### src/rtl/itda_pkg.sv
// Shared types, constants and the control store for the decimal ASCII converter.
// Used by the sequencer, the top level and the port checker; depends on nothing.
`timescale 1ns / 1ps

package itda_pkg;

	localparam int unsigned VALUE_W    = 64;
	localparam int unsigned BCD_DIGITS = 20;
	localparam int unsigned BCD_W      = 4 * BCD_DIGITS;
	localparam int unsigned DIGIT_CW   = $clog2(BCD_DIGITS + 1);
	localparam int unsigned BIT_CW     = $clog2(VALUE_W);
	localparam int unsigned LEN_W      = 5;
	localparam int unsigned MAX_LEN    = 21;
	localparam int unsigned STEP_W     = 3;

	localparam logic [7:0] ASCII_ZERO  = 8'h30;
	localparam logic [7:0] ASCII_NINE  = 8'h39;
	localparam logic [7:0] ASCII_MINUS = 8'h2D;

	typedef struct packed {
		logic [VALUE_W-1:0] value_bits;
		logic               is_signed;
	} in_t;

	typedef struct packed {
		logic [7:0]       character;
		logic [LEN_W-1:0] text_length;
		logic             is_last;
	} out_t;

	typedef enum logic [2:0] {
		OP_NOP,
		OP_LOAD,
		OP_CONV,
		OP_TRIM,
		OP_EMIT_SIGN,
		OP_EMIT_DIGIT
	} op_t;

	typedef enum logic [2:0] {
		COND_ALWAYS,
		COND_IN_VALID,
		COND_BITS_DONE,
		COND_TRIM_DONE,
		COND_SIGN_DONE,
		COND_LAST_DIGIT
	} cond_t;

	typedef logic [STEP_W-1:0] step_t;

	localparam step_t STEP_LOAD  = 3'd0;
	localparam step_t STEP_CONV  = 3'd1;
	localparam step_t STEP_TRIM  = 3'd2;
	localparam step_t STEP_SIGN  = 3'd3;
	localparam step_t STEP_DIGIT = 3'd4;

	typedef struct packed {
		op_t   op;
		cond_t cond;
		step_t jmp;
	} ctrl_t;

	typedef struct packed {
		logic in_valid;
		logic bits_done;
		logic trim_done;
		logic sign_done;
		logic last_digit;
	} status_t;

	function automatic ctrl_t rom_word(input step_t step);
		ctrl_t w;
		case (step)
			STEP_LOAD:  w = '{op: OP_LOAD,       cond: COND_IN_VALID,   jmp: STEP_CONV};
			STEP_CONV:  w = '{op: OP_CONV,       cond: COND_BITS_DONE,  jmp: STEP_TRIM};
			STEP_TRIM:  w = '{op: OP_TRIM,       cond: COND_TRIM_DONE,  jmp: STEP_SIGN};
			STEP_SIGN:  w = '{op: OP_EMIT_SIGN,  cond: COND_SIGN_DONE,  jmp: STEP_DIGIT};
			STEP_DIGIT: w = '{op: OP_EMIT_DIGIT, cond: COND_LAST_DIGIT, jmp: STEP_LOAD};
			default:    w = '{op: OP_NOP,        cond: COND_ALWAYS,     jmp: STEP_LOAD};
		endcase
		return w;
	endfunction

endpackage

### src/rtl/itda_seq.sv
// Microcode sequencer: step counter, control store lookup and conditional jumps.
// Depends on itda_pkg for the control word, status and step definitions.
`timescale 1ns / 1ps

module itda_seq (
	input  logic              clk,
	input  logic              arst_n,
	input  itda_pkg::status_t status,
	output itda_pkg::ctrl_t   ctrl
);

	itda_pkg::step_t pc_q;
	logic            take;

	assign ctrl = itda_pkg::rom_word(pc_q);

	always_comb begin
		case (ctrl.cond)
			itda_pkg::COND_ALWAYS:     take = 1'b1;
			itda_pkg::COND_IN_VALID:   take = status.in_valid;
			itda_pkg::COND_BITS_DONE:  take = status.bits_done;
			itda_pkg::COND_TRIM_DONE:  take = status.trim_done;
			itda_pkg::COND_SIGN_DONE:  take = status.sign_done;
			itda_pkg::COND_LAST_DIGIT: take = status.last_digit;
			default:                   take = 1'b1;
		endcase
	end

	always_ff @(posedge clk or negedge arst_n) begin
		if (!arst_n) begin
			pc_q <= itda_pkg::STEP_LOAD;
		end else if (take) begin
			pc_q <= ctrl.jmp;
		end
	end

endmodule

### src/rtl/integer_to_decimal_ascii.sv
// Top level of the 64-bit integer to decimal ASCII converter: datapath and output register.
// Depends on itda_pkg and the microcode sequencer itda_seq.
//
// Channel   Direction  Handshake               Payload
// in        request    in_valid / in_ready     in_data  (value_bits, is_signed)
// out       result     out_valid / out_ready   out_data (character, text_length, is_last)
//
// A request passes through a load step, shift-add-3 over all 64 input bits,
// stripping of leading zeros, a sign step and the emission of the digits, most
// significant first. Only one request is in work at a time.
// A stalled output holds the sequencer on its current emit step.
// Reset returns the sequencer to its load step and empties the output register.
`timescale 1ns / 1ps

module integer_to_decimal_ascii (
	input  logic           clk,
	input  logic           arst_n,
	input  logic           in_valid,
	output logic           in_ready,
	input  itda_pkg::in_t  in_data,
	output logic           out_valid,
	input  logic           out_ready,
	output itda_pkg::out_t out_data
);

	itda_pkg::ctrl_t   ctrl;
	itda_pkg::status_t status;

	logic [itda_pkg::VALUE_W-1:0]  mag_q;
	logic [itda_pkg::BCD_W-1:0]    bcd_q;
	logic [itda_pkg::BCD_W-1:0]    adj;
	logic [itda_pkg::BIT_CW-1:0]   cnt_q;
	logic [itda_pkg::DIGIT_CW-1:0] digits_q;
	logic [itda_pkg::LEN_W-1:0]    len_q;
	logic                          neg_q;
	logic                          out_valid_q;
	itda_pkg::out_t                out_q;

	logic       out_free;
	logic       load_neg;
	logic [3:0] top_digit;
	logic       trim_done;
	logic       emit_sign;
	logic       emit_digit;

	itda_seq u_seq (
		.clk    (clk),
		.arst_n (arst_n),
		.status (status),
		.ctrl   (ctrl)
	);

	assign in_ready  = (ctrl.op == itda_pkg::OP_LOAD);
	assign out_valid = out_valid_q;
	assign out_data  = out_q;

	assign out_free   = !out_valid_q || out_ready;
	assign load_neg   = in_data.is_signed && in_data.value_bits[itda_pkg::VALUE_W-1];
	assign top_digit  = bcd_q[itda_pkg::BCD_W-1 -: 4];
	assign trim_done  = (top_digit != 4'd0) || (digits_q == itda_pkg::DIGIT_CW'(1));
	assign emit_sign  = (ctrl.op == itda_pkg::OP_EMIT_SIGN) && neg_q && out_free;
	assign emit_digit = (ctrl.op == itda_pkg::OP_EMIT_DIGIT) && out_free;

	assign status.in_valid   = in_valid;
	assign status.bits_done  = (cnt_q == {itda_pkg::BIT_CW{1'b1}});
	assign status.trim_done  = trim_done;
	assign status.sign_done  = !neg_q || out_free;
	assign status.last_digit = out_free && (digits_q == itda_pkg::DIGIT_CW'(1));

	// Each digit of 5 or more gets 3 added before the doubling shift.
	always_comb begin
		adj = bcd_q;
		for (int i = 0; i < itda_pkg::BCD_DIGITS; i++) begin
			if (bcd_q[i*4 +: 4] >= 4'd5) begin
				adj[i*4 +: 4] = bcd_q[i*4 +: 4] + 4'd3;
			end
		end
	end

	always_ff @(posedge clk or negedge arst_n) begin
		if (!arst_n) begin
			neg_q       <= 1'b0;
			out_valid_q <= 1'b0;
		end else begin
			if (ctrl.op == itda_pkg::OP_LOAD && in_valid) begin
				neg_q <= load_neg;
			end
			if (emit_sign || emit_digit) begin
				out_valid_q <= 1'b1;
			end else if (out_ready) begin
				out_valid_q <= 1'b0;
			end
		end
	end

	always_ff @(posedge clk) begin
		case (ctrl.op)
			itda_pkg::OP_LOAD: begin
				mag_q    <= load_neg ? (~in_data.value_bits + 64'd1) : in_data.value_bits;
				bcd_q    <= '0;
				cnt_q    <= '0;
				digits_q <= itda_pkg::DIGIT_CW'(itda_pkg::BCD_DIGITS);
			end
			itda_pkg::OP_CONV: begin
				bcd_q <= {adj[itda_pkg::BCD_W-2:0], mag_q[itda_pkg::VALUE_W-1]};
				mag_q <= {mag_q[itda_pkg::VALUE_W-2:0], 1'b0};
				cnt_q <= cnt_q + itda_pkg::BIT_CW'(1);
			end
			itda_pkg::OP_TRIM: begin
				if (trim_done) begin
					len_q <= itda_pkg::LEN_W'(digits_q) + itda_pkg::LEN_W'(neg_q);
				end else begin
					bcd_q    <= {bcd_q[itda_pkg::BCD_W-5:0], 4'd0};
					digits_q <= digits_q - itda_pkg::DIGIT_CW'(1);
				end
			end
			itda_pkg::OP_EMIT_SIGN: begin
				if (emit_sign) begin
					out_q.character   <= itda_pkg::ASCII_MINUS;
					out_q.text_length <= len_q;
					out_q.is_last     <= 1'b0;
				end
			end
			itda_pkg::OP_EMIT_DIGIT: begin
				if (emit_digit) begin
					out_q.character   <= itda_pkg::ASCII_ZERO + {4'd0, top_digit};
					out_q.text_length <= len_q;
					out_q.is_last     <= (digits_q == itda_pkg::DIGIT_CW'(1));
					bcd_q             <= {bcd_q[itda_pkg::BCD_W-5:0], 4'd0};
					digits_q          <= digits_q - itda_pkg::DIGIT_CW'(1);
				end
			end
			default: begin
			end
		endcase
	end

endmodule

### config.mk
export PLATFORM = sky130hd
export DESIGN_NAME = integer_to_decimal_ascii
export DESIGN_NICKNAME = d
export VERILOG_FILES = /design/src/rtl/itda_pkg.sv /design/src/rtl/itda_seq.sv /design/src/rtl/integer_to_decimal_ascii.sv
export SDC_FILE = /design/constraint.sdc
export NUM_CORES = 1
export LEC_CHECK = 0
export BUFFER_PORTS_ARGS = -buffer_cell sky130_fd_sc_hd__buf_2
export CAP_MARGIN = 15
export CORE_MARGIN = 5
export CORE_UTILIZATION = 35
export DETAILED_ROUTE_END_ITERATION = 12
export GPL_TIMING_DRIVEN = 0
export PLACE_DENSITY = 0.63
export SLEW_MARGIN = 20
export SYNTH_ARGS = -nofsm -noshare
export SYNTH_HDL_FRONTEND = slang
export SYNTH_SLANG_ARGS = --single-unit
### constraint.sdc
create_clock -name clk -period 17.25 [get_ports clk]
set_clock_uncertainty 0.05 [all_clocks]
set_input_delay 0.8625 -clock clk [delete_from_list [all_inputs] [get_ports clk]]
set_output_delay 0.8625 -clock clk [all_outputs]
set_load 0.01 [all_outputs]
==> qor.yml <==
synthesis:
  postSynth.asyncResetShare_pct: 2.841
  synth_seq_cells: 176
  yosysSeqAreaShare_pct: 49.76
  postSynthCellCount: 1101
  avgSynthCellArea_um2: 9.600
  ys.flop_type: "edfxtp_1"
  synth_warnings: 0
  ys_types: 48
  netlist_area_um2: 10570
  synth_edf_count: 171
floorplanning:
  start_util_pct: 35.57
  die_h_um: 183.8
  ios: 85
  core-area_um2: 29720
  design.die.area_um2: 33780
  die_x_um: 183.8
  core.rowCount: 63
timing:
  worst_hold_slack_ns: 0.1906
  rsz0062_at_grt: "no"
  finalCritPeriodShare_pct: 20.25
  setup_viol: 0
  period_minus_slack_ns: 3.493
  timing.final.ws_setup_ns: 13.76
  slew_headroom_pct: 43.98
  fin_setup_tns_ns: 0
  fmaxAchievable_mhz: 286.3
  final-max-slew-violation-count: 0
  tightest_slew_ns: 0.8372
  hold_viol: 0
drt:
  vias: 8549
  drc: 0
  drtAntennaViolNets: 0
  via_per_inst: 5.303
  wire_per_inst_um: 16.76
  wirelength_um: 27020
  initialDrtViolationCount: 819
  drtPass1Iterations: 5
cells_and_area:
  layout_common_cells: "171 x edfxtp_1, 136 x o21ai_0, 133 x nand2_1"
  nNetsFinal: 1324
  drive_gt1_share_pct: 10.89
  finalNonFillerCells: 1612
  syn2layout_area_growth_pct: 15.80
  layout_commonest_cell: "edfxtp_1"
clock_network:
  clkSlewWorstSetupHoldPaths_ns: 0.08
  cts_resized: 0
  clockBufferDepth: 2
  cts_setup_buffers: 0
  cts_hold_buf: 0
  clock_sinks: 176
  clock_latency_ns: 0.43
  clk_root_buffer_cell: "clkbuf_16"
  cts_buffers: 17
  htree_levels: 4
  cts_tree: "yes"
grt:
  grt_antenna_before_repair: 0
  grt_usage_pct: 15.87
  overflow: 0
  grt_pass1_vias: 8230
  grt.busiest_layer: "met2"
  use_met1_pct: 21.54
  grtUsageMet3_pct: 3.225
  grt_pass1_wl_um: 43280
  grt_max_degree: 29
  use_met2_pct: 26.37
pwr:
  p_comb_share_pct: 39.2
  p_leak_nw: 4.420
  power_density_nw_per_um2: 163.8
  p_sw_w: 0.0007999
  p_int_w: 0.001205
  clockPowerShare_pct: 19.2
  seq_power_share_pct: 41.6
  ir_drop_mv: 0.07853
  finalPower_w: 0.002005
  switching_share_pct: 39.90
critical_path:
  required_ns: 17.36
  path_max_fanout: 9
  crit_start: "in_data[5]"
  path_class: "input port to flip-flop"
  r2r-start: "u_seq.pc_q[2]$_DFFE_PN0P_"
  ff2ff_path_depth: 6
  r2r_slack_ns: 14.22
  cp-end-kind: "flip-flop"
  arrival_ns: 3.60
  start_kind: "input port"
  r2r_end: "digits_q[4]$_SDFFCE_PP1P_"
flow_run:
  drv_cap: 0
placed_design:
  gp_congestion: 0.8522
  io_buffers: 80
  dp_cells: 1579
  pre_cts_ws_ns: 13.32
  hpwl_um: 19180
run_status:
  status: "finished clean"
worst_hold_path:
  hp-class: "input port to async pin"
synth_stat cells (2+ instances only):
master / instances / area (um^2)
or4_1: 5 / 37.54
edfxtp_1: 171 / 5135
ha_1: 47 / 588.1
and2_1: 5 / 31.28
o41ai_1: 3 / 26.28
nor2_1: 102 / 382.9
a21oi_1: 118 / 590.6
o31a_1: 2 / 17.52
nand4_1: 7 / 43.79
clkbuf_1: 40 / 150.1
xnor2_1: 60 / 525.5
a22oi_1: 4 / 30.03
o21ai_0: 136 / 680.7
buf_1: 5 / 18.77
buf_4: 3 / 22.52
buf_2: 2 / 10.01
o31ai_1: 14 / 105.1
dfrtp_1: 5 / 125.1
nor4_1: 12 / 75.07
nor3_1: 22 / 110.1
nand2b_1: 26 / 162.7
a41oi_1: 2 / 17.52
conb_1: 2 / 7.510
nor2b_1: 6 / 37.54
or3_1: 8 / 50.05
inv_1: 50 / 187.7
a31oi_1: 12 / 75.07
nand3_1: 6 / 30.03
o32ai_1: 5 / 43.79
xor2_1: 34 / 297.8
o41ai_2: 2 / 32.53
and3_1: 6 / 37.54
nor4b_1: 3 / 26.28
nor3b_1: 30 / 225.2
nand2_1: 133 / 499.2
per-layer routing:
| metal | vias up | wire [um] |
|---|---|---|
| met5 | - | 0 |
| met4 | 0 | 373 |
| met3 | 27 | 1875 |
| met2 | 308 | 12670 |
| met1 | 4053 | 12100 |
| li1 | 4161 | - |
registers in the layout, indices dropped and copies added (netlist names):
| signal | flops |
|---|---|
| neg_q | 1 |
| u_seq.pc_q | 3 |
| out_data | 11 |
| len_q | 5 |
| out_valid | 1 |
| mag_q | 64 |
| bcd_q | 80 |
| cnt_q | 6 |
| digits_q | 5 |
power groups by stage:
stage | registers (W) | clock network (W) | logic (W)
final | 0.000835 | 0.000384 | 0.000786
after global routing | 0.000855 | 0.000409 | 0.000885
after CTS | 0.000833 | 0.000390 | 0.000790
after detailed placement | 0.000840 | 0 | 0.000784
after global placement | 0.000866 | 0 | 0.000708
after floorplan | 0.000824 | 0 | 0.000533
kinds of logic (layout without fill, tap and decap cells):
logic type	Yosys count	in the layout	share of synthesized area [%]
other cells	2	4	0.07105
simple gates	377	377	17.25
fa+ha+maj	47	47	5.563
buf+inv	100	219	3.681
mux	1	1	0.1065
xor+xnor	94	94	7.789
flops	176	176	49.76
compound gates	304	304	15.78
metrics by stage:
step           area [um^2]  utilization [%]
6_report             12240            41.19
5_1_grt              12240            41.18
4_1_cts              12240            41.18
3_5_place_dp         11660            39.23
3_3_place_gp         11460            38.57
2_1_floorplan        10570                -
worst max path at each step:
| stage | depth (start not counted) | endpoint | slack (ns) |
|---|---|---|---|
| finish | 9 | mag_q[61]$_DFFE_PP_ | 13.76 |
| global route | 9 | mag_q[61]$_DFFE_PP_ | 13.64 |
| CTS | 9 | mag_q[61]$_DFFE_PP_ | 13.78 |
| detailed placement | 9 | mag_q[61]$_DFFE_PP_ | 13.32 |
| global placement | 3 | bcd_q[62]$_DFFE_PP_ | 5.80 |
| floorplan | 3 | bcd_q[0]$_DFFE_PP_ | 9.21 |
worst max-delay path, cell delays in order:
cell,delay [ns]
buf_2,0.13
or4_1,0.51
buf_2,0.16
or4_1,0.45
buf_2,0.21
nor3_1,0.70
a41oi_1,0.25
xnor2_1,0.20
o21ai_0,0.12
final cells by class:
class	count	area [um^2]
fill	2912	17480
sequential	176	5260
multi-input combinational	826	4943
timing repair buffer	87	578.1
tap	390	488.0
clock buffer	18	439.2
buffer	50	201.4
inverter	50	187.7
clock inverter	14	140.1
antenna	1	2.502
Power figures use the tool's default switching activity.
